`src/rtl/bese_pkg.sv`:
```
// Shared constants and types for the binary erosion unit.
// Used by the front end, queue, window engine and top level; depends on nothing.
`default_nettype none

package bese_pkg;

  // Default build limits.
  localparam int MAX_WIDTH_DEF   = 1024;
  localparam int MAX_HEIGHT_DEF  = 1024;
  localparam int MAX_ELEMENT_DEF = 7;

  // Element mask layout: one row of the element every seven bits.
  localparam int MASK_STRIDE = 7;

  // Configuration port.
  localparam int CFG_IDX_W  = 3;
  localparam int CFG_DATA_W = 49;

  localparam logic [CFG_IDX_W-1:0] REG_IMAGE_WIDTH     = 3'd0;
  localparam logic [CFG_IDX_W-1:0] REG_IMAGE_HEIGHT    = 3'd1;
  localparam logic [CFG_IDX_W-1:0] REG_ELEMENT_SIZE    = 3'd2;
  localparam logic [CFG_IDX_W-1:0] REG_ELEMENT_MASK    = 3'd3;
  localparam logic [CFG_IDX_W-1:0] REG_DARK_FOREGROUND = 3'd4;

  // Register widths and reset values.
  localparam int DIM_CFG_W  = 11;
  localparam int SIZE_CFG_W = 3;
  localparam int MASK_W     = 49;

  localparam logic [DIM_CFG_W-1:0]  IMAGE_WIDTH_RST  = 11'd1024;
  localparam logic [DIM_CFG_W-1:0]  IMAGE_HEIGHT_RST = 11'd1024;
  localparam logic [SIZE_CFG_W-1:0] ELEMENT_SIZE_RST = 3'd3;
  localparam logic [MASK_W-1:0]     ELEMENT_MASK_RST = {MASK_W{1'b1}};

  // Input commands.
  localparam logic CMD_PIXEL = 1'b0;
  localparam logic CMD_FLUSH = 1'b1;

  // Pixel levels.
  localparam logic [7:0] PIX_LOW  = 8'd0;
  localparam logic [7:0] PIX_HIGH = 8'd255;

  // Control part of one shift operation sent from front to back.
  typedef struct packed {
    logic pix_bit;
    logic emit;
    logic last;
  } op_ctl_t;

endpackage

`default_nettype wire

```
`src/rtl/bese_queue.sv`:
```
// Short FIFO between the front end and the window engine.
// Generic data width; uses bese_pkg only for house conventions.
`default_nettype none

module bese_queue import bese_pkg::*; #(
  parameter int DATA_W = 8,
  parameter int DEPTH  = 4
) (
  input  wire logic              clk,
  input  wire logic              rst_n,
  input  wire logic              push,
  input  wire logic [DATA_W-1:0] push_data,
  output logic                   room,
  input  wire logic              pop,
  output logic                   pop_valid,
  output logic [DATA_W-1:0]      pop_data
);

  localparam int PTR_W = (DEPTH > 1) ? $clog2(DEPTH) : 1;
  localparam int CNT_W = $clog2(DEPTH+1);

  logic [DATA_W-1:0] slot_r [DEPTH];
  logic [PTR_W-1:0]  wptr_r, wptr_nxt;
  logic [PTR_W-1:0]  rptr_r, rptr_nxt;
  logic [CNT_W-1:0]  cnt_r, cnt_nxt;
  logic              do_push, do_pop;

  assign room      = cnt_r != CNT_W'(DEPTH);
  assign pop_valid = cnt_r != '0;
  assign pop_data  = slot_r[rptr_r];
  assign do_push   = push && room;
  assign do_pop    = pop && pop_valid;

  // Pointer and fill count update.
  always_comb begin
    wptr_nxt = wptr_r;
    rptr_nxt = rptr_r;
    cnt_nxt  = cnt_r;
    if (do_push) begin
      wptr_nxt = (wptr_r == PTR_W'(DEPTH-1)) ? '0 : wptr_r + PTR_W'(1);
    end
    if (do_pop) begin
      rptr_nxt = (rptr_r == PTR_W'(DEPTH-1)) ? '0 : rptr_r + PTR_W'(1);
    end
    if (do_push && !do_pop) begin
      cnt_nxt = cnt_r + CNT_W'(1);
    end else if (do_pop && !do_push) begin
      cnt_nxt = cnt_r - CNT_W'(1);
    end
  end

  always_ff @(posedge clk) begin
    if (!rst_n) begin
      wptr_r <= '0;
      rptr_r <= '0;
      cnt_r  <= '0;
    end else begin
      wptr_r <= wptr_nxt;
      rptr_r <= rptr_nxt;
      cnt_r  <= cnt_nxt;
    end
  end

  // Storage slots.
  always_ff @(posedge clk) begin
    if (do_push) begin
      slot_r[wptr_r] <= push_data;
    end
  end

endmodule

`default_nettype wire

```
`config.mk`:
```
export PLATFORM = sky130hd
export DESIGN_NAME = bese_queue
export DESIGN_NICKNAME = d
export VERILOG_FILES = /design/src/rtl/bese_pkg.sv /design/src/rtl/bese_queue.sv
export SDC_FILE = /design/constraint.sdc
export NUM_CORES = 1
export LEC_CHECK = 0
export BUFFER_PORTS_ARGS = -buffer_cell sky130_fd_sc_hd__buf_2
export CORE_ASPECT_RATIO = 1.75
export CORE_MARGIN = 2
export CORE_UTILIZATION = 50
export DETAILED_ROUTE_END_ITERATION = 7
export MAX_ROUTING_LAYER = met4
export PLACE_DENSITY = 0.77
export SLEW_MARGIN = 30
export SYNTH_ARGS = -nofsm -noshare
export SYNTH_HDL_FRONTEND = slang
export SYNTH_SLANG_ARGS = --single-unit
```
`constraint.sdc`:
```
create_clock -name clk -period 1.97 [get_ports clk]
set_input_delay 0.394 -clock clk [delete_from_list [all_inputs] [get_ports clk]]
set_output_delay 0.394 -clock clk [all_outputs]
set_load 0.02 [all_outputs]
```
Word-level counts from Yosys, hierarchy flattened
Memory sizes are Yosys's and may differ from the RTL's. A register that Yosys moved wholly into a read port is not among the register bits.
Cells that the tools add are included.
{ "classes": {"addsub": 4, "n_eq_ne": 3, "muxes": 8, "n_reduce_logical": 8} }
{ "op_table": {"columns": ["operator", "n"], "rows": [
  ["2-bit 2-to-1 mux", 4],
  ["3-bit 2-to-1 mux", 2],
  ["2-bit by 1-bit adder with 2-bit output, second input constant", 2],
  ["2-bit == test, second input constant", 2],
  ["1-bit logical AND", 4],
  ["3-bit by 1-bit adder with 3-bit output, second input constant", 1],
  ["3-bit inequality test, second input constant", 1],
  ["3-bit nonzero test", 1],
  ["3-bit by 1-bit subtractor with 3-bit output, second input constant", 1],
  ["1-bit logical NOT", 2],
  ["1-bit 2-to-1 mux", 2],
  ["2-bit nonzero test", 1]
]} }
{ "word_totals": {"register_bits": 7, "ramBits": 32, "out_inout_bits": 10, "wordCells": 27, "n_memories": 1} }
{ "mem_list": {"columns": ["memory", "words", "word_bits", "read_ports", "rd_clocked_by_memory_dff", "wr", "line", "rtl"], "rows": [
  ["slot_r", 4, 8, 1, 1, 1, "bese_queue.sv:22", "logic [DATA_W-1:0] slot_r [DEPTH];"]
]} }

Longest topological paths before layout
{ "depth": {"depth_word": 6, "ltp_mapped": 9, "mapped_depth_nobuf": 8} }

Worst setup path before layout
OpenSTA, ideal clock, no wires.
{ "synth_path": {"path_type": "register to register", "startpoint": "reg cnt_r[0]", "endpoint": "reg cnt_r[2]", "setup_time_ns": 0.076, "arrival_ns": 2.155, "path_slack_ns": -0.261, "path_stages_with_launch": 10, "n_path_buf": 1, "path_cell_list": "dfxtp_1 -> or3b_1 -> clkbuf_2 -> and2_4 -> ha_1 -> inv_1 -> fa_1 -> xor2_1 -> or3_2 -> a21boi_0"} }
{ "synth_between": {"elab_chain_cells": 5, "word_cells_on_any_way": 13} }
{ "synth_lines": {"columns": ["element", "line", "rtl"], "rows": [
  ["start: declaration", "bese_queue.sv:25", "logic [CNT_W-1:0] cnt_r, cnt_nxt;"],
  ["start signal: assignment", "bese_queue.sv:60", "cnt_r <= cnt_nxt;"],
  ["3-bit inequality test *", "bese_queue.sv:28", "assign room = cnt_r != CNT_W'(DEPTH);"],
  ["net room", "bese_queue.sv:13", "output logic room,"],
  ["1-bit logical AND *", "bese_queue.sv:31", "assign do_push = push && room;"],
  ["net do_push", "bese_queue.sv:26", "logic do_push, do_pop;"],
  ["1-bit logical NOT", "bese_queue.sv:47", "end else if (do_pop && !do_push) begin"],
  ["1-bit logical AND", "bese_queue.sv:47", null],
  ["2-bit nonzero test (no line)", null, null]
]} }
Mark *: on every way through the listed nets, which the timed path passes. The rest lies on a longest branch. The select of a mux whose other input is x is not followed.
A chain may end at the register's enable or synchronous reset.

Final worst setup path
{ "layout_path": {"startpoint": "reg cnt_r[2]", "endpoint": "reg cnt_r[2]"} }
{ "layout_between": {"elab_chain_cells": 5, "word_cells_on_any_way": 13} }
{ "layout_lines": {"columns": ["element", "line"], "rows": [
  ["3-bit inequality test *", "bese_queue.sv:28"],
  ["1-bit logical AND *", "bese_queue.sv:31"],
  ["net do_push", "bese_queue.sv:26"],
  ["1-bit logical NOT", "bese_queue.sv:47"],
  ["1-bit logical AND", "bese_queue.sv:47"],
  ["2-bit nonzero test (no line)", null]
]} }
Marks and branches as above.

==> out/qor.csv <==
stage;metric;value;unit
run_status;status;completed;
finish;post_route_cells_drive_above_1_share;46.7;%
worst_hold_path;timing.hold.worst_path_depth;1;
logic_synthesis;synth.top_cell.area_share;58.8;%
logic_synthesis;synth_simple_gate_area_share;7.19;%
power;intPower;1.75;mW
routing;wire_per_inst;15.9;um
power;lkg_pwr;0.703;nW
clocking;max-clock-path-buffers;2;
placement;numPlacedInstances;156;
sta;number_of_hold_violations_in_the_final_report;0;
global_routing;track_usage;16.1;%
sta;worst_hold_slack;0.316;ns
worst_setup_path;critical_path_required;2.19;ns
worst_setup_path;timing.critical_path.to;cnt_r[2];
routing;num_vias;854;
sta;final-max-slew-violation-count;0;
logic_synthesis;synth-async-reset-ratio;0;%
logic_synthesis;synth_cells;93;
sta;worst_pin_slew;0.385;ns
sta;timing.slew.headroom;74.3;%
logic_synthesis;synth.largest_area_cell;edfxtp_1;
routing;vias_per_cell;5.18;
floorplan;die_area;3760;sq um
global_routing;globalRouteOverflowTotal;0;
clocking;clock_latency;0.29;ns
routing;routed_wirelength;2630;um
sta;fmax;512;MHz
logic_synthesis;postSynthAreaPerCell;17.6;sq um
logic_synthesis;yosysUniqueCellTypes;26;
worst_setup_path;worst_ep_arrival_time;2.17;ns
logic_synthesis;synth_enable_flop_cells;32;
global_routing;first_global_vias;875;
sta;timing.final.setup_violations;0;
power;power.ir.vdd_worst;1250;uV
global_routing;met2_usage;27.0;%
finish;antenna_cells_inserted;0;
worst_setup_path;criticalPathCategory;flip-flop to flip-flop;
logic_synthesis;yosysWarningCount;0;
worst_setup_path;critical_path.endpoint_type;flip-flop;
worst_setup_path;critical_path.reg2reg.endpoint;cnt_r[2];
finish;final_core_density;61.8;%
logic_synthesis;synth_top_family_by_area;multiplexers;
worst_setup_path;r2r_slack;0.02;ns
floorplan;floorplan.die.height;79.7;um
finish;layout_net_count;140;
clocking;cts_inserted_buffers;5;
sta;clock-skew-final;0.00639;ns
clocking;clk_transition_reported_paths;0.08;ns
global_routing;top_usage_layer;met2;
power;power.clock.fraction;20.0;%
floorplan;boundaryPins;22;
placement;gp_congestion;0.715;
power;switching_power;0.798;mW
logic_synthesis;synth-adder-area-share;5.81;%
logic_synthesis;synth_nets;112;
logic_synthesis;synth_xor_xnor_area_share;1.07;%
floorplan;chipWidth;47.2;um
logic_synthesis;synth_area_leaders;edfxtp_1 59%, dfxtp_1 11%, mux4_2 11%, ha_1 4.6%, and3_2 1.8%;
logic_synthesis;synth_top_flop_cell;edfxtp_1;
placement;port-buffer-count;21;
power;p_sw_share;31.3;%
clocking;clk_root_buffer_cell;clkbuf_8;
floorplan;initial_utilization;52.1;%
logic_synthesis;leading_cell_type_by_number_of_instances_after_synthesis;edfxtp_1;
sta;period_share;99.2;%
global_routing;initial_antenna_violation_count;0;
global_routing;grt_util_met3;4.07;%
finish;fin_cells;165;
floorplan;row_count;27;
worst_setup_path;critical_path.startpoint_type;flip-flop;
logic_synthesis;yosys-mux-area-fraction;12.2;%
finish;area.growth.synth_to_final;18.7;%
floorplan;core-area;3140;sq um
power;power_share_of_the_combinational_group;33.6;%
logic_synthesis;synth-seq-cells;41;
logic_synthesis;post_synth_most_frequent_cells;32 x edfxtp_1, 9 x dfxtp_1, 8 x mux4_2;
routing;drt_first_pass_iters;4;
logic_synthesis;summed_instance_area_of_the_synthesized_netlist;1640;sq um
logic_synthesis;synth_compound_gate_area_share;2.14;%
routing;route.detailed.drc;0;
clocking;tritoncts_clock_tree;built;
global_routing;grt_start_max_net_pins;14;
placement;post-dp-hpwl;1800;um
power;share_seq_of_total_power;46.4;%
worst_setup_path;crit_path_max_fanout;5;
sta;timing.final.crit_period;1.95;ns
worst_setup_path;critPathLaunch;cnt_r[2];
logic_synthesis;seq_area_frac_synth;69.8;%
power;power.density_cell_area;1310;nW/um^2
global_routing;globalRouteMet1Util;16.9;%
clocking;htree_num_levels;2;
routing;drt.antenna.violating_nets;0;
worst_hold_path;hold_path.class;primary input to flip-flop;
worst_hold_path;hp-start;push_data[6];
run;cap_violations;0;
global_routing;grt_pass1_wl;3980;um
worst_setup_path;ff2ff_path_depth;8;
sta;rsz_0062_raised_after_global_routing;true;
routing;drt-initial-drc-count;13;
worst_setup_path;critical_path.reg2reg.startpoint;cnt_r[2];
clocking;numClockSinks;41;
-- registers in the layout, indices dropped and copies added, names as in the netlist, named ones only --
register and count:
cnt_r 3, rptr_r 2, slot_r 32, wptr_r 2
-- area by class of cell --
cell class	instances	area (sq um)
multi-input cells	45	504
flip-flops and latches	41	1150
fillers	236	1200
repair buffers	25	135
well taps	43	53.8
inverters	3	11.3
clock buffers	5	68.8
clock inverters	3	17.5
-- power groups by stage --
| stage | clock [mW] | combinational [mW] | sequential [mW] |
|---|---|---|---|
| 2_1_floorplan | 0 | 0.627 | 1.15 |
| 3_3_place_gp | 0 | 0.780 | 1.17 |
| 3_5_place_dp | 0 | 0.824 | 1.18 |
| 4_1_cts | 0.521 | 0.842 | 1.18 |
| 5_1_grt | 0.551 | 0.944 | 1.20 |
| 6_report | 0.510 | 0.857 | 1.18 |
-- cells by family (layout without fill, tap and decap cells) --
kind of cell / Yosys count / in the layout
xor+xnor: 2 / 2
flops: 41 / 41
buf+inv: 7 / 36
compound gates: 6 / 6
mux: 10 / 10
fa+ha+maj: 7 / 7
simple gates: 20 / 20
-- worst max-delay path: stages (launching register included) --
cell	delay [ns]
dfxtp_4	0.37
or3b_4	0.23
and2_4	0.15
ha_4	0.14
inv_2	0.04
fa_2	0.35
xor2_1	0.17
or3_4	0.33
a21boi_2	0.11
-- per-stage QoR --
| stage | instance area [sq um] | TNS [ns] | power [mW] | setup WS [ns] |
|---|---|---|---|---|
| floorplan | 1670 | -0.0164 | 1.78 | -0.0164 |
| global placement | 1830 | 0 | 1.95 | 0.0903 |
| detailed placement | 1830 | -0.00827 | 2.01 | -0.00827 |
| CTS | 1920 | 0 | 2.54 | 0.0313 |
| global route | 1940 | -0.0748 | 2.69 | -0.0408 |
| finish | 1940 | 0 | 2.55 | 0.0166 |
-- placed cells by master, fill, tap and decap left out, types with 4 or more instances in the layout --
cell / synthesis / layout
dfxtp_1: 9 / 6
clkbuf_8: 0 / 5
mux4_2: 8 / 8
buf_4: 0 / 4
nand2_1: 5 / 5
edfxtp_1: 32 / 32
and3_2: 4 / 4
ha_1: 6 / 5
buf_2: 1 / 21
o21ai_0: 4 / 4
-- metal layers --
layer	routed length, um	part of all wire, %
met2	1490	57
met4	53	2.0
met3	95	3.6
met5	0	0
met1	989	38
-- how the worst min path moves through the flow --
| stage | endpoint |
|---|---|
| 2_1_floorplan | wptr_r[1] |
| 3_3_place_gp | wptr_r[1] |
| 3_5_place_dp | wptr_r[1] |
| 4_1_cts | slot_r[0][6] |
| 5_1_grt | slot_r[0][2] |
| 6_report | slot_r[0][6] |
-- timing repair --
| action | CTS | global route |
|---|---|---|
| pin swaps | 0 | 1 |
| cloned | 0 | 0 |
| setup endpoints to repair | 1 | 2 |
| hold buffers | 0 | 0 |
| resized for setup | 1 | 3 |
| buffers inserted | 0 | 1 |
(Power assumes the default switching activity.)
