## config.mk

```make
export PLATFORM = sky130hd
export DESIGN_NAME = bese_front
export DESIGN_NICKNAME = d
export VERILOG_FILES = /design/src/rtl/bese_pkg.sv /design/src/rtl/bese_front.sv
export SDC_FILE = /design/constraint.sdc
export NUM_CORES = 1
export LEC_CHECK = 0
export BUFFER_PORTS_ARGS = -buffer_cell sky130_fd_sc_hd__buf_2
export CAP_MARGIN = 15
export CORE_ASPECT_RATIO = 0.7
export CORE_UTILIZATION = 45
export CTS_CLUSTER_SIZE = 30
export DETAILED_ROUTE_END_ITERATION = 8
export GPL_TIMING_DRIVEN = 0
export PLACE_DENSITY_LB_ADDON = 0.3
export SYNTH_ARGS = -nofsm -noshare
export SYNTH_HDL_FRONTEND = slang
export SYNTH_SLANG_ARGS = --single-unit
```

## constraint.sdc

```tcl
create_clock -name clk -period 6.4 [get_ports clk]
set_clock_uncertainty 0.2 [all_clocks]
set_input_delay 1.28 -clock clk [delete_from_list [all_inputs] [get_ports clk]]
set_output_delay 1.28 -clock clk [all_outputs]
set_load 0.05 [all_outputs]
```

## src/rtl/bese_pkg.sv

```systemverilog
// Shared constants and types for the binary erosion unit.
// Used by the front end, queue, window engine and top level; depends on nothing.
`default_nettype none

package bese_pkg;

  // Default build limits.
  localparam int MAX_WIDTH_DEF   = 1024;
  localparam int MAX_HEIGHT_DEF  = 1024;
  localparam int MAX_ELEMENT_DEF = 7;

  // Element mask layout: one row of the element every seven bits.
  localparam int MASK_STRIDE = 7;

  // Configuration port.
  localparam int CFG_IDX_W  = 3;
  localparam int CFG_DATA_W = 49;

  localparam logic [CFG_IDX_W-1:0] REG_IMAGE_WIDTH     = 3'd0;
  localparam logic [CFG_IDX_W-1:0] REG_IMAGE_HEIGHT    = 3'd1;
  localparam logic [CFG_IDX_W-1:0] REG_ELEMENT_SIZE    = 3'd2;
  localparam logic [CFG_IDX_W-1:0] REG_ELEMENT_MASK    = 3'd3;
  localparam logic [CFG_IDX_W-1:0] REG_DARK_FOREGROUND = 3'd4;

  // Register widths and reset values.
  localparam int DIM_CFG_W  = 11;
  localparam int SIZE_CFG_W = 3;
  localparam int MASK_W     = 49;

  localparam logic [DIM_CFG_W-1:0]  IMAGE_WIDTH_RST  = 11'd1024;
  localparam logic [DIM_CFG_W-1:0]  IMAGE_HEIGHT_RST = 11'd1024;
  localparam logic [SIZE_CFG_W-1:0] ELEMENT_SIZE_RST = 3'd3;
  localparam logic [MASK_W-1:0]     ELEMENT_MASK_RST = {MASK_W{1'b1}};

  // Input commands.
  localparam logic CMD_PIXEL = 1'b0;
  localparam logic CMD_FLUSH = 1'b1;

  // Pixel levels.
  localparam logic [7:0] PIX_LOW  = 8'd0;
  localparam logic [7:0] PIX_HIGH = 8'd255;

  // Control part of one shift operation sent from front to back.
  typedef struct packed {
    logic pix_bit;
    logic emit;
    logic last;
  } op_ctl_t;

endpackage

`default_nettype wire

```

## src/rtl/bese_front.sv

```systemverilog
// Front end of the erosion unit: accepts items, tracks the frame position
// and turns each item into line-buffer shift operations. Uses bese_pkg.
`default_nettype none

module bese_front import bese_pkg::*; #(
  parameter int MAX_WIDTH   = MAX_WIDTH_DEF,
  parameter int MAX_HEIGHT  = MAX_HEIGHT_DEF,
  parameter int MAX_ELEMENT = MAX_ELEMENT_DEF
) (
  input  wire logic                                clk,
  input  wire logic                                rst_n,
  input  wire logic                                restart,
  input  wire logic [$clog2(MAX_WIDTH+1)-1:0]      w,
  input  wire logic [$clog2(MAX_HEIGHT+1)-1:0]     h,
  input  wire logic [$clog2(MAX_ELEMENT+1)-1:0]    lag,
  input  wire logic [7:0]                          fg,
  input  wire logic                                in_valid,
  output logic                                     in_ready,
  input  wire logic                                in_command,
  input  wire logic [7:0]                          in_pixel_value,
  input  wire logic                                q_room,
  output logic                                     push,
  output op_ctl_t                                  push_ctl,
  output logic [$clog2(MAX_WIDTH)-1:0]             push_col,
  output logic [$clog2(MAX_HEIGHT)-1:0]            push_y,
  output logic [$clog2(MAX_WIDTH)-1:0]             push_x
);

  localparam int DIM_W  = $clog2(MAX_WIDTH+1);
  localparam int HDIM_W = $clog2(MAX_HEIGHT+1);
  localparam int COL_W  = $clog2(MAX_WIDTH);
  localparam int ROW_W  = $clog2(MAX_HEIGHT);
  localparam int T_W    = $clog2(MAX_ELEMENT*(MAX_WIDTH+1)+2);

  localparam logic ST_IDLE = 1'b0;
  localparam logic ST_PAD  = 1'b1;

  logic              state_r, state_nxt;
  logic [COL_W-1:0]  in_col_r, in_col_nxt;
  logic [HDIM_W-1:0] in_row_r, in_row_nxt;
  logic [COL_W-1:0]  out_col_r, out_col_nxt;
  logic [ROW_W-1:0]  out_row_r, out_row_nxt;
  logic [COL_W-1:0]  vcol_r, vcol_nxt;
  logic [T_W-1:0]    t_r, t_nxt;
  logic [T_W-1:0]    lag_len;

  // Shifts that must precede the first result: lag rows plus lag pixels plus one.
  assign lag_len = T_W'(lag) * T_W'(w) + T_W'(lag) + T_W'(1);

  assign in_ready = (state_r == ST_IDLE) && q_room;

  assign push_col = vcol_r;
  assign push_y   = out_row_r;
  assign push_x   = out_col_r;

  // Frame bookkeeping and shift generation.
  always_comb begin
    logic              in_full;
    logic              started;
    logic              is_pixel;
    logic              wr;
    logic              fg_bit;
    logic [DIM_W-1:0]  in_col_p1;
    logic [HDIM_W-1:0] in_row_p1;
    logic [COL_W-1:0]  col_wr;
    logic [HDIM_W-1:0] row_wr;
    logic              full_after;
    logic [T_W-1:0]    t_after;
    logic [T_W-1:0]    t_p1;
    logic              emit_need;
    logic              hit;
    logic              is_last;
    logic [DIM_W-1:0]  vcol_p1;
    logic [DIM_W-1:0]  out_col_p1;
    logic [HDIM_W-1:0] out_row_p1;

    state_nxt   = state_r;
    in_col_nxt  = in_col_r;
    in_row_nxt  = in_row_r;
    out_col_nxt = out_col_r;
    out_row_nxt = out_row_r;
    vcol_nxt    = vcol_r;
    t_nxt       = t_r;
    push        = 1'b0;
    push_ctl    = '0;

    in_full   = in_row_r >= h;
    started   = (in_row_r != '0) || (in_col_r != '0);
    is_pixel  = in_command == CMD_PIXEL;
    wr        = !in_full && (is_pixel || started);
    fg_bit    = is_pixel && (in_pixel_value == fg);
    in_col_p1 = DIM_W'(in_col_r) + DIM_W'(1);
    in_row_p1 = in_row_r + HDIM_W'(1);
    if (in_col_p1 >= w) begin
      col_wr = '0;
      row_wr = in_row_p1;
    end else begin
      col_wr = in_col_p1[COL_W-1:0];
      row_wr = in_row_r;
    end
    full_after = wr ? (row_wr >= h) : in_full;
    t_after    = t_r + T_W'(wr);
    t_p1       = t_r + T_W'(1);
    emit_need  = full_after || (t_after >= lag_len);
    hit        = t_p1 == lag_len;
    out_col_p1 = DIM_W'(out_col_r) + DIM_W'(1);
    out_row_p1 = HDIM_W'(out_row_r) + HDIM_W'(1);
    is_last    = (out_col_p1 == w) && (out_row_p1 == h);
    vcol_p1    = DIM_W'(vcol_r) + DIM_W'(1);

    unique case (state_r)
      ST_IDLE: begin
        if (in_valid && in_ready) begin
          if (wr) begin
            in_col_nxt = col_wr;
            in_row_nxt = row_wr;
          end
          if (wr || emit_need) begin
            push             = 1'b1;
            push_ctl.pix_bit = wr && fg_bit;
            push_ctl.emit    = emit_need && hit;
            if (emit_need && !hit) begin
              state_nxt = ST_PAD;
            end
          end
        end
      end
      ST_PAD: begin
        // Background shifts until the window lines up with the next result.
        if (q_room) begin
          push          = 1'b1;
          push_ctl.emit = hit;
          if (hit) begin
            state_nxt = ST_IDLE;
          end
        end
      end
      default: begin
        state_nxt = ST_IDLE;
      end
    endcase

    push_ctl.last = push_ctl.emit && is_last;

    // Every push is one shift; a result advances the output position.
    if (push) begin
      t_nxt    = t_p1;
      vcol_nxt = (vcol_p1 >= w) ? '0 : vcol_p1[COL_W-1:0];
      if (push_ctl.emit) begin
        t_nxt = t_r;
        if (out_col_p1 >= w) begin
          out_col_nxt = '0;
          out_row_nxt = out_row_p1[ROW_W-1:0];
        end else begin
          out_col_nxt = out_col_p1[COL_W-1:0];
        end
        if (is_last) begin
          state_nxt   = ST_IDLE;
          in_col_nxt  = '0;
          in_row_nxt  = '0;
          out_col_nxt = '0;
          out_row_nxt = '0;
          vcol_nxt    = '0;
          t_nxt       = '0;
        end
      end
    end
  end

  // Control registers; a geometry write restarts the frame.
  always_ff @(posedge clk) begin
    if (!rst_n || restart) begin
      state_r   <= ST_IDLE;
      in_col_r  <= '0;
      in_row_r  <= '0;
      out_col_r <= '0;
      out_row_r <= '0;
      vcol_r    <= '0;
      t_r       <= '0;
    end else begin
      state_r   <= state_nxt;
      in_col_r  <= in_col_nxt;
      in_row_r  <= in_row_nxt;
      out_col_r <= out_col_nxt;
      out_row_r <= out_row_nxt;
      vcol_r    <= vcol_nxt;
      t_r       <= t_nxt;
    end
  end

endmodule

`default_nettype wire

```

Word level (Yosys, flattened, before mapping)
Index checks and enable logic that the tools add are counted.
{"block": "word_totals", "ff_bits": 65, "input_bits": 47, "elab_cells": 95}
{"block": "classes", "n_mul": 1, "n_mux": 42, "n_lt_le_gt_ge": 6, "n_addsub": 9, "n_reduce_logical": 23, "eq_ne": 5, "bitwise": 2}
{"op": "10-bit 2-to-1 mux", "count": 14}
{"op": "11-bit 2-to-1 mux", "count": 7}
{"op": "11-bit >= comparator", "count": 5}
{"op": "10-bit by 1-bit adder with 11-bit output (second input constant)", "count": 4}
{"op": "13-bit by 1-bit adder with 13-bit output (second input constant)", "count": 2}
{"op": "13-bit 2-to-1 mux", "count": 2}
{"op": "11-bit == test", "count": 2}
{"op": "1-bit 2-to-1 mux", "count": 14}
{"op": "13-bit by 1-bit adder with 13-bit output", "count": 1}
{"op": "13-bit by 3-bit adder with 13-bit output", "count": 1}
{"op": "13-bit == test", "count": 1}
{"op": "13-bit >= comparator", "count": 1}
{"op": "3-bit by 11-bit multiplier with 13-bit output", "count": 1}
{"op": "11-bit by 1-bit adder with 11-bit output (second input constant)", "count": 1}
{"op": "11-bit nonzero test", "count": 1}
{"op": "10-bit nonzero test", "count": 1}
{"op": "1-bit logical AND", "count": 9}
{"op": "8-bit == test", "count": 1}
{"op": "1-bit one-hot mux with 2 select lines", "count": 3}
{"op": "1-bit logical OR", "count": 5}
{"op": "2-bit 2-to-1 mux", "count": 2}
{"op": "2-bit AND reduction", "count": 2}
{"op": "1-bit logical NOT", "count": 3}
{"op": "3-bit AND reduction", "count": 1}
{"op": "other kinds (3)", "count": 4}

Longest topological paths before layout
{"block": "logic_depth", "depth_word": 15, "mapped_depth": 25, "mapped_depth_nobuf": 23}

Least setup slack after synthesis
OpenSTA, ideal clock, no wires.
{"block": "synth_path", "kind": "input to output", "from": "input lag[1]", "to": "output push_ctl[1] (netlist name)", "stages": 19, "t_required_ns": 4.920, "t_arrival_ns": 5.872, "n_path_buf": 3, "slack_ns": -0.952, "cell_sequence": "clkbuf_1 -> nand2_1 -> fa_1 -> fa_1 -> inv_1 -> fa_1 -> a21oi_1 -> o221ai_1 -> o31ai_1 -> xor2_1 -> ha_1 -> nand4_1 -> a21oi_1 -> o211ai_1 -> a31o_2 -> and2_1 -> clkbuf_1 -> clkbuf_1 -> nor2_1"}
{"element": "from (decl)", "line": "bese_front.sv:15", "source": "input wire logic [$clog2(MAX_ELEMENT+1)-1:0] lag,"}
{"element": "to (decl)", "line": "bese_front.sv:23", "source": "output op_ctl_t push_ctl,"}

==> flow_metrics.env <==
export IMPL_fmax_ghz=0.145
export IMPL_hp_class="reg2reg"
export IMPL_fin_area_sq_um=9070
export IMPL_cp_slowest_stage_delay_ns=0.50
export IMPL_endpoint_kind="output port"
export IMPL_path_delay_family="adder cells"
export IMPL_mostFrequentLayoutCells="ha_1 (90), buf_2 (88), nand2_1 (81)"
export IMPL_area_growth_pct=23.1
export IMPL_pre_cts_slack_ns=-1.27
export IMPL_setup_violations_final=3
export IMPL_final_max_slew_viol_count=0
export IMPL_synth_largest_area_cell="dfxtp_1"
export IMPL_layout_commonest_cell="ha_1"
export IMPL_p_clk_share_pct=39.5
export IMPL_crit_slowest_cell="fa_2"
export IMPL_grt_pass1_wl_mm=36.1
export IMPL_internal_power_mw=0.943
export IMPL_synth_distinct_cells=68
export IMPL_cp_cell_sequence="buf_6 -> buf_8 -> and2_4 -> ha_4 -> fa_2 -> ha_4 -> fa_2 -> a21oi_4 -> o221ai_4 -> o31ai_4 -> xor2_1 -> ha_1 -> nand4_1 -> a21oi_2 -> o211ai_1 -> a31o_2 -> and2_4 -> clkbuf_16 -> nor2_4 -> buf_6"
export IMPL_max_cap_viol_count=0
export IMPL_rsz0062_at_grt="yes"
export IMPL_worstSetupPathType="in2out"
export IMPL_die_x_um=155
export IMPL_finalCritPeriodShare_pct=108
export IMPL_globalplace_congestion=0.900
export IMPL_syn_nets=1098
export IMPL_cts_tree="done"
export IMPL_htree_levels=3
export IMPL_crit_arrival_ns=5.43
export IMPL_die_height_um=109
export IMPL_cts_hold_buf=0
export IMPL_drc_errors=0
export IMPL_hold_violations=0
export IMPL_core_area_sq_um=15700
export IMPL_timing_setup_tns_ns=-1.37
export IMPL_syn_area_sq_um=7370
export IMPL_required_ns=4.92
export IMPL_cts_made_buffers=9
export IMPL_maxSlewHeadroom_pct=50.4
export IMPL_violations="negative setup slack"
export IMPL_pwr_density_cell_nw_per_um2=153
export IMPL_ant_nets=0
export IMPL_dpl_cell_area_sq_um=8170
export IMPL_antenna_found_initial=0
export IMPL_p_sw_mw=0.444
export IMPL_ioPinCount=82
export IMPL_outcome="finished with violations"
export IMPL_grt_pass1_vias=6668
export IMPL_period_minus_slack_ns=6.91
export IMPL_drive_above_1_share_pct=19.7
export IMPL_hpwl_mm=17.1
export IMPL_clock_latency_ns=0.34
export IMPL_ys_warn_count=0
export IMPL_timing_final_ws_setup_ns=-0.514
export IMPL_ys_seq_elements=65
export IMPL_synthCells=939
export IMPL_seq_area_frac_synth_pct=17.7
export IMPL_synthDominantCellAreaShare_pct=17.7
export IMPL_cts_sinks=65
export IMPL_ir_drop_mv=0.137
export IMPL_firstDrtPassIters=5
export IMPL_synth_edf_count=0
export IMPL_routedWlPerCell_um=17.7
export IMPL_rows=38
export IMPL_synth_ff_type="dfxtp_1"
export IMPL_initial_core_util_pct=46.8
export IMPL_path_max_fanout=5
export IMPL_vias_per_cell=5.90
export IMPL_grt_overflow=0
export IMPL_dr_first_iter_drc_count=661
export IMPL_cts_path_max_buffers=2
export IMPL_ys_async_sr_fraction_pct=0
export IMPL_combPwrFrac_pct=31.2
export IMPL_num_vias=7520
export IMPL_switching_share_pct=32.0
export IMPL_worst_path_buf_inv=4
export IMPL_port_buffers=81
export IMPL_die_area_sq_um=16900
export IMPL_postSynthAreaPerCell_sq_um=7.85
export IMPL_p_seq_share_pct=29.3
export IMPL_synth_area_leaders="dfxtp_1 (18%), ha_1 (17%), xnor2_1 (7.4%)"
export IMPL_clk_pin_slew_ns=0.06
export IMPL_nets=1208
export IMPL_worstMarginPinSlew_ns=0.745
export IMPL_wl_mm=22.6
export IMPL_p_leak_nw=3.97
export IMPL_grt_use_total_pct=27.4
export IMPL_startpoint_type="primary input"
export IMPL_antennaDiodeCount=0
export IMPL_grt_start_max_net_pins=18
export IMPL_root_buffer="clkbuf_16"
==> stage by stage <==
stage	utilization [%]	hold slack, ns	power [mW]	cells
floorplan	-	0.257	0.675	939
global placement	51.9	0.273	0.760	1240
detailed placement	51.9	0.289	0.766	1240
CTS	56.5	0.298	1.36	1269
global route	57.7	0.328	1.45	1274
finish	57.7	0.297	1.39	1274
==> synthesized netlist by cell type (3+ instances only) <==
cell type / count
nor4b_1: 3
xnor2_1: 62
and4_1: 5
a31oi_1: 7
and3_1: 18
nand2_1: 84
o22ai_1: 4
a31o_2: 3
dfxtp_1: 65
o41ai_1: 6
nor2b_1: 10
and2_1: 19
nor2_1: 40
buf_1: 3
nor4_1: 16
o31ai_1: 14
o21ai_0: 48
o211ai_1: 8
a21o_1: 14
nor3_1: 18
or4_1: 8
nor3b_1: 4
nor4bb_1: 4
o311ai_0: 10
or3_1: 5
buf_2: 15
nand2b_1: 9
clkbuf_1: 35
nand3_1: 43
inv_1: 57
a21oi_1: 63
o221ai_1: 5
a211oi_1: 7
nand4_1: 27
ha_1: 100
a221o_1: 3
xor2_1: 47
fa_1: 12
==> per-layer routing <==
layer	wire, um	vias up	track usage [%]
met2	8910	319	38.2
met4	379	0	6.51
met3	2030	33	5.01
met1	11300	3535	42.3
met5	0	-	0
li1	-	3633	-
==> path summary, 6_finish.rpt <==
kind         slack (ns)                      to                   start  cells past startpoint
max               -0.51             push_ctl[1]                  lag[0]                     20
min                0.30  in_col_r[1]$_SDFF_PP0_  in_col_r[1]$_SDFF_PP0_                      2
max reg2reg        0.61  push_x[9]$_SDFFE_PP0P_  in_col_r[0]$_SDFF_PP0_                     24
min reg2reg        0.30  in_col_r[1]$_SDFF_PP0_  in_col_r[1]$_SDFF_PP0_                      2
==> sequential cells by signal, indices dropped and copies added, names as in the netlist <==
register / count
t_r: 13
in_row_r: 11
in_col_r: 10
push_col: 10
push_x: 10
push_y: 10
state_r: 1
==> power by group through the flow <==
stage	Combinational (mW)	Sequential (mW)	Clock, mW
after detailed placement	0.351	0.415	0
after global placement	0.345	0.415	0
after floorplan	0.260	0.415	0
after global routing	0.477	0.406	0.566
after CTS	0.407	0.406	0.547
final	0.433	0.406	0.548
==> final cells by class <==
cell class / instances / area (sq um)
sequential: 65 / 1300
buffer: 49 / 269
multi-input combinational: 764 / 6060
fill: 1435 / 6660
clock buffer: 10 / 229
clock inverter: 6 / 92.6
tap: 220 / 275
inverter: 57 / 216
timing repair buffer: 103 / 636
==> cells by family (layout without fill, tap and decap cells) <==
family / after synthesis / in the layout / synth area share [%]
buffers and inverters: 110 / 225 / 5.86
AOI/OAI and AO/OA: 216 / 216 / 19.3
adders and majority gates: 112 / 112 / 20.2
muxes: 1 / 1 / 0.136
DFF: 65 / 65 / 17.7
xor gates and xnor gates: 111 / 111 / 13.6
and+or+nand+nor: 324 / 324 / 23.3
==> worst register-to-register path: stages (launching register included) <==
cell	delay (ns)
dfxtp_1	0.40
ha_2	0.23
and3_2	0.24
nand3_2	0.14
xnor2_1	0.18
ha_1	0.30
and3_1	0.17
a221o_1	0.29
a31oi_1	0.13
o21ai_1	0.14
a31oi_4	0.24
buf_6	0.17
clkbuf_2	0.27
xnor2_1	0.12
ha_1	0.28
nor2b_1	0.05
o21ai_0	0.22
nand4_1	0.18
a31oi_4	0.24
a32oi_4	0.19
and2_4	0.22
buf_4	0.17
o31ai_2	0.48
buf_2	0.34
a21oi_1	0.08
==> repair_timing <==
| item | CTS | global route |
|---|---|---|
| endpoints found under the setup margin | 45 | 53 |
| gates cloned | 2 | 0 |
| buffers inserted | 14 | 6 |
| pin swaps | 29 | 23 |
| gates resized for setup | 67 | 32 |
Note: power is estimated with default switching activity, not from simulation.
